### src/section_address_translator_assert.svh
// assertion macros shared by the section address translator modules
// both macros sample on clock and stay quiet while reset is high
`ifndef SECTION_ADDRESS_TRANSLATOR_ASSERT_SVH
`define SECTION_ADDRESS_TRANSLATOR_ASSERT_SVH

// same-cycle implication
`define SAT_ASSERT_NOW(label, ante, cons, msg) \
   label: assert property (@(posedge clock) disable iff (reset) (ante) |-> (cons)) \
      else $error(msg);

// next-cycle implication
`define SAT_ASSERT_NEXT(label, ante, cons, msg) \
   label: assert property (@(posedge clock) disable iff (reset) (ante) |=> (cons)) \
      else $error(msg);

`endif

### src/sat_pkg.sv
// ---------------------------------------------------------------------------
// sat_pkg
// types, constants and helpers shared by the section address translator
// ---------------------------------------------------------------------------
package sat_pkg;

   localparam int MAX_ENTRIES = 128;
   localparam int ADDR_W      = (MAX_ENTRIES > 1) ? $clog2(MAX_ENTRIES) : 1;
   localparam int CNT_W       = $clog2(MAX_ENTRIES + 1);

   localparam int FUNC_W     = 2;
   localparam int SLOT_W     = 7;
   localparam int WORD_W     = 32;
   localparam int QUERY_W    = 64;
   localparam int COUNT_W    = 8;
   localparam int SIDX_W     = 7;
   localparam int CSR_IDX_W  = 1;
   localparam int CSR_DATA_W = 64;

   // register indexes
   localparam logic [CSR_IDX_W-1:0] CSR_SECTION_COUNT = 1'b0;
   localparam logic [CSR_IDX_W-1:0] CSR_IMAGE_BASE    = 1'b1;

   typedef enum logic [FUNC_W-1:0] {
      FUNC_LOAD,
      FUNC_ADDR_TO_SECT,
      FUNC_ADDR_TO_OFF,
      FUNC_OFF_TO_ADDR
   } func_type;

   typedef enum logic [1:0] {
      ST_IDLE,
      ST_SCAN,
      ST_CALC,
      ST_DONE
   } state_type;

   typedef struct packed {
      logic [WORD_W-1:0] va;
      logic [WORD_W-1:0] vs;
      logic [WORD_W-1:0] rs;
      logic [WORD_W-1:0] rp;
   } entry_type;

   // controller to datapath
   typedef struct packed {
      logic start;
      logic load_wr;
      logic issue;
      logic capture;
      logic calc;
      logic emit;
   } cmd_type;

   // datapath to controller
   typedef struct packed {
      logic is_load;
      logic empty_query;
      logic can_issue;
      logic cmp_hit;
      logic cmp_last;
      logic out_free;
   } sts_type;

   // section count clipped to the table depth
   function automatic logic [CNT_W-1:0] active_count(input logic [COUNT_W-1:0] cnt);
      if (int'(cnt) > MAX_ENTRIES) begin
         return CNT_W'(MAX_ENTRIES);
      end
      return CNT_W'(cnt);
   endfunction

endpackage

### src/sat_ctrl.sv
// ---------------------------------------------------------------------------
// sat_ctrl
// sequencer for load, table scan, value calculation and response hand-off
// ---------------------------------------------------------------------------
`include "section_address_translator_assert.svh"

module sat_ctrl (
   input  logic             clock,
   input  logic             reset,
   input  logic             req_valid,
   output logic             req_ready,
   input  sat_pkg::sts_type sts,
   output sat_pkg::cmd_type cmd
);
   import sat_pkg::*;

   state_type state_ff;
   state_type state_in;

   always_ff @(posedge clock) begin
      if (reset) begin
         state_ff <= ST_IDLE;
      end else begin
         state_ff <= state_in;
      end
   end

   always_comb begin
      state_in  = state_ff;
      cmd       = '0;
      req_ready = 1'b0;
      case (state_ff)
         ST_IDLE: begin
            req_ready = 1'b1;
            if (req_valid) begin
               cmd.start = 1'b1;
               if (sts.is_load) begin
                  cmd.load_wr = 1'b1;
                  state_in    = ST_DONE;
               end else if (sts.empty_query) begin
                  state_in = ST_DONE;
               end else begin
                  state_in = ST_SCAN;
               end
            end
         end
         ST_SCAN: begin
            cmd.issue = sts.can_issue && !sts.cmp_hit;
            if (sts.cmp_hit) begin
               cmd.capture = 1'b1;
               state_in    = ST_CALC;
            end else if (sts.cmp_last) begin
               state_in = ST_DONE;
            end
         end
         ST_CALC: begin
            cmd.calc = 1'b1;
            state_in = ST_DONE;
         end
         ST_DONE: begin
            if (sts.out_free) begin
               cmd.emit = 1'b1;
               state_in = ST_IDLE;
            end
         end
         default: begin
            state_in = ST_IDLE;
         end
      endcase
   end

   `SAT_ASSERT_NOW(a_emit_needs_room, cmd.emit, sts.out_free, "response emitted into a full slot")
   `SAT_ASSERT_NEXT(a_hit_goes_calc, (state_ff == ST_SCAN) && sts.cmp_hit, state_ff == ST_CALC, "hit did not move to calc")
   `SAT_ASSERT_NEXT(a_start_leaves_idle, cmd.start, state_ff != ST_IDLE, "accepted beat left controller idle")

endmodule

### config.mk
export PLATFORM = sky130hd
export DESIGN_NAME = sat_ctrl
export DESIGN_NICKNAME = d
export VERILOG_FILES = /design/src/sat_pkg.sv /design/src/sat_ctrl.sv
export VERILOG_INCLUDE_DIRS = /design/src /design/src/src
export SDC_FILE = /design/constraint.sdc
export NUM_CORES = 1
export LEC_CHECK = 0
export ABC_CLOCK_PERIOD_IN_PS = 2200
export BUFFER_PORTS_ARGS = -buffer_cell sky130_fd_sc_hd__buf_2
export CORE_AREA = 2 2 39 41
export DETAILED_ROUTE_END_ITERATION = 8
export DIE_AREA = 0 0 41 43
export PLACE_DENSITY = 0.45
export RECOVER_POWER = 25
export SETUP_SLACK_MARGIN = 0.3
export SYNTH_ARGS = -nofsm -noshare
export SYNTH_HDL_FRONTEND = slang
export SYNTH_SLANG_ARGS = --single-unit
### constraint.sdc
create_clock -name clock -period 2.2 [get_ports clock]
set_clock_uncertainty 0.15 [all_clocks]
set_input_delay 0.11 -clock clock [delete_from_list [all_inputs] [get_ports clock]]
set_output_delay 0.11 -clock clock [all_outputs]
set_load 0.1 [all_outputs]
==> results of run 1 <==
-- through the flow --
step	utilization, %	hold WS, ns
2_1_floorplan	-	0.0262
3_3_place_gp	25.1	0.146
3_5_place_dp	25.1	0.156
4_1_cts	27.5	0.150
5_1_grt	27.5	0.178
6_report	27.5	0.150
-- path summary, 6_finish.rpt --
path	start	endpoint	slack, ns	cells after the start
min reg2reg	state_ff[1]	state_ff[1]	0.38	2
min	sts[4]	state_ff[1]	0.15	4
max reg2reg	state_ff[1]	state_ff[0]	0.50	6
max	state_ff[0]	cmd[4]	0.42	4
-- synth_stat cells --
cell | instances | area (sq um)
a21oi_1 | 1 | 5.00
ha_1 | 5 | 62.6
and2_2 | 1 | 7.51
a221oi_2 | 1 | 15.0
and2_1 | 2 | 12.5
nor3b_1 | 1 | 7.51
nor2_1 | 2 | 7.51
o221ai_2 | 1 | 15.0
inv_1 | 4 | 15.0
a211o_1 | 1 | 8.76
and3b_2 | 1 | 10.0
nand2_1 | 1 | 3.75
and3_1 | 1 | 6.26
a211oi_2 | 1 | 12.5
dfxtp_1 | 2 | 40.0
or3b_1 | 1 | 8.76
-- layout make-up --
cell class                      count  area (sq um)
Fill cell                         166          1000
Inverter                            4          15.0
Clock buffer                        3          22.5
Sequential cell                     2          40.0
Timing Repair Buffer               16          85.1
Tap cell                           16          20.0
Multi-Input combinational cell     20           198
-- routing by layer --
metal / global-route usage (%) / routed length [um]
met1: 8.92 / 225
met2: 10.3 / 249
met3: 3.14 / 33
met4: 8.00 / 0
met5: 0 / 0
-- worst max-delay path: cells and delay by family, from the launching register on --
family                     cells  cell delay [ns]
and+or+nand+nor                1             0.16
DFF                            1             0.32
buffers and inverters          2             0.61
adders and majority gates      1             0.20
-- cell families after synthesis --
family	Yosys count
AO/OA/AOI/OAI	5
buffers and inverters	4
flip-flops	2
AND/OR/NAND/NOR	10
adder cells (fa/ha/maj)	5
==> out/qor.txt, run 1 <==
Reg with most FFs - state_ff
Non-Filler Instances - 61
Crit-path cells - inv_1 > ha_4 > and3_2 > buf_2
Initial DRC Count - 1
Layout area overhead - 60.0%
TritonCTS Buffers - 3
Number of global-route vias before repair - 235
Status - completed
Avg Inst Size Synth - 9.14 sq um
DP Worst Slack - 0.499 ns
Final period utilization - 81.0%
Largest net degree at the start of global routing - 7
Initial antenna violation count - 0
Kind of critical path - flop to primary output
GRT Residual Overflow - 0
Hold buffers post-CTS - 1
Simple-Gate Fraction of Synth Area - 26.8%
Insertion delay to the later sink of the worst-skew pair - 0.22 ns
CTS tree - yes
Final TNS setup - 0 ns
I/O pins - 16
Remaining DRCs - 0
IO buf count - 15
Rel. slew slack - 64.1%
Max FFs per register - 2
Min-Delay Path Class - input port to flop
Clock Tree Root - clkbuf_4
First-pass GRT wire length - 883 um
Largest family of logic cells by synthesized area - simple AND/OR/NAND/NOR gates
CTS-repair resized insts - 0
Clk sink count - 2
Max clock buf depth - 2
Die height - 43 um
Avg WL per Cell - 8.33 um
Post-DP HPWL - 435 um
Biggest cell delay along the critical path - 0.41 ns
Synth warn - 0
Final wirelength - 508 um
Die Wd - 41 um
Worst-Margin Slew - 0.540 ns
Highest clock rate - 561 MHz
Syn_nets - 40
N_diodes - 0
Post-CTS setup buffers - 0
Die footprint - 1760 sq um
CP arrival - 1.52 ns
#FFs+latches synth - 2
Most common cell after layout, fill and taps aside - buf_2
Highest-delay cell along the critical path - buf_2
Mapped Cells - 26
Setup-failing EPs final - 0
Layout net count - 61
Std cell rows - 14
Routed via count - 243
Req. time, crit path - 1.94 ns
Crit Path Max Fanout - 6
Initial Util - 17.2%
Post-synthesis cell type count - 16
Final worst path period need - 1.78 ns
Post-placement cell count - 57
Register area share after synthesis - 16.8%
Post-synthesis adder-cell area fraction - 26.3%
Biggest regs - state_ff: 2 flops
Layout cell share with drive strength beyond 1 - 57.8%
Post-DR vias/cell - 3.98
GPL Wtd Cong - 0.682
Multiplexer share of the synthesized area - 0%
1st-pass router iterations - 2
Final instance area - 380 sq um
Final worst setup slack - 0.419 ns
H-Tree Depth - 1
Max Slew Vio Count - 0
Post-Syn Area - 238 sq um
DP Area - 348 sq um
Post-route ant nets - 0
CP Launch Type - flop
CTS clk-pin slew, worst paths - 0.03 ns
# Max-Cap Violations - 0
Commonest non-fill, non-tap cells in the layout - buf_2 (13), inv_1 (4), ha_1 (4), clkbuf_4 (3)
CP endpoint kind - primary output
GR Util All Layers - 7.91%
Hold Vio Cnt, Final - 0
Core Area - 1380 sq um
RSZ-0062 raised after global routing - no
Post-synthesis xor/xnor area fraction - 0%
Compound-Gate Fraction of Synth Area - 23.7%
Power of run 1 is not shown: default switching activity piles up to over one toggle a cycle in this logic, so the estimate is an artifact.
==> run 2: changes to the inputs <==
ABC_CLOCK_PERIOD_IN_PS = 1800   (was 2200)
clock period = 1.8 ns   (was 2.2 ns; I/O delays follow)
==> run 2 against run 1 <==
  * Final cell count up 8.2%
  * First-iteration DRC count up 100%
  * Flip-flop and latch count unchanged
  * Core utilization up 10 points
  * Critical path depth unchanged
  * Register-to-register slack worse by 0.29 ns
  * Global-route usage up 0.50 points
  * Sequential share of layout area down 1.4 points
  * Count of clock-buffer cells in the layout unchanged
  * Setup slack worse by 0.21 ns
  * Largest cell class unchanged
==> out/qor.txt, run 2 (synthesis gave the netlist of run 1 again) <==
Status - completed
CP arrival - 1.35 ns
Number of global-route vias before repair - 236
Req. time, crit path - 1.56 ns
# Max-Cap Violations - 0
Rel. slew slack - 64.1%
Biggest regs - state_ff: 2 flops
Die height - 43 um
Die Wd - 41 um
Initial antenna violation count - 0
Post-DP HPWL - 467 um
Min-Delay Path Class - input port to flop
Std cell rows - 14
Insertion delay to the later sink of the worst-skew pair - 0.22 ns
Commonest non-fill, non-tap cells in the layout - buf_2 (8), buf_4 (6)
Reg with most FFs - state_ff
IO buf count - 15
Max Slew Vio Count - 0
Layout cell share with drive strength beyond 1 - 78.0%
GRT Residual Overflow - 0
Most common cell after layout, fill and taps aside - buf_2
Worst-Margin Slew - 0.540 ns
Die footprint - 1760 sq um
Crit-path cells - inv_4 > ha_4 > and2_2 > clkbuf_2
Routed via count - 281
Hold Path End - state_ff[1]
Avg WL per Cell - 10.3 um
CP endpoint kind - primary output
Final wirelength - 678 um
Max clock buf depth - 2
Layout net count - 66
Depth of the worst hold-timing path - 4
TritonCTS Buffers - 3
Kind of critical path - flop to primary output
Final TNS setup - 0 ns
Reg-to-reg slack, setup - 0.21 ns
RSZ-0062 raised after global routing - yes
Clock Tree Root - clkbuf_4
CP Launch Type - flop
Largest net degree at the start of global routing - 7
Highest clock rate - 628 MHz
Biggest cell delay along the critical path - 0.44 ns
Crit Path Max Fanout - 4
Worst hold path startpoint - sts[4]
Highest-delay cell along the critical path - clkbuf_2
GPL Wtd Cong - 0.704
Initial Util - 17.2%
Post-DR vias/cell - 4.26
Final worst path period need - 1.59 ns
Reg2Reg Capture Point - state_ff[0]
Layout area overhead - 118%
R2R depth - 6
Clk sink count - 2
Max FFs per register - 2
H-Tree Depth - 1
Hold Vio Cnt, Final - 0
Setup-failing EPs final - 0
Crit path buf inv count - 2
Core Area - 1380 sq um
Final period utilization - 88.5%
R2R Path Start - state_ff[1]
Initial DRC Count - 2
Top Family by Delay on Critical Path - buffers and inverters
CTS clk-pin slew, worst paths - 0.03 ns
GR Util All Layers - 8.41%
N_diodes - 0
1st-pass router iterations - 4
Remaining DRCs - 0
Post-route ant nets - 0
CTS tree - yes
I/O pins - 16
First-pass GRT wire length - 952 um
run 2: repair_timing:
action	4_1_cts	5_1_grt
hold buffers	1	0
resized for setup	11	10
gates cloned	0	0
endpoints found under the hold margin	2	0
buffers inserted	2	3
endpoints found under the setup margin	8	5
pin swaps	0	3
run 2: metal layers:
metal  part of all wire (%)  global-route usage [%]
met5                      0                       0
met4                      0                    6.00
met3                    4.9                    4.71
met2                     48                    10.6
met1                     47                    10.2
run 2: worst max path at each step:
stage | startpoint | end | slack, ns | cells past startpoint
finish | state_ff[1] | cmd[2] | 0.21 | 4
global placement | state_ff[1] | state_ff[0] | 0.20 | 6
detailed placement | state_ff[1] | state_ff[0] | 0.19 | 6
global route | state_ff[1] | state_ff[0] | 0.13 | 6
floorplan | state_ff[1] | cmd[5] | 0.24 | 3
CTS | state_ff[1] | state_ff[0] | 0.22 | 6
run 2: layout make-up:
type	instances	area (sq um)
well taps	16	20.0
fillers	148	865
clock buffers	3	22.5
multi-input cells	20	230
inverters	4	22.5
repair buffers	21	176
flip-flops and latches	2	47.5
run 2: stage by stage:
stage	util, %	instance area, sq um	worst slack (ns)	cells	hold WS (ns)
finish	37.5	519	0.208	66	0.121
CTS	32.4	448	0.223	63	0.122
detailed placement	26.9	372	0.194	57	0.124
global route	37.5	519	0.134	66	0.167
floorplan	-	277	0.236	26	-0.00117
global placement	26.9	372	0.204	57	0.114
run 2: worst reg2reg max path, cell delays in order (launching register included):
cell      delay, ns
dfxtp_4        0.35
inv_4          0.08
ha_4           0.13
or3b_4         0.38
o221ai_4       0.10
a211oi_2       0.08
a221oi_2       0.22
Power of run 2 is left out for the same reason.
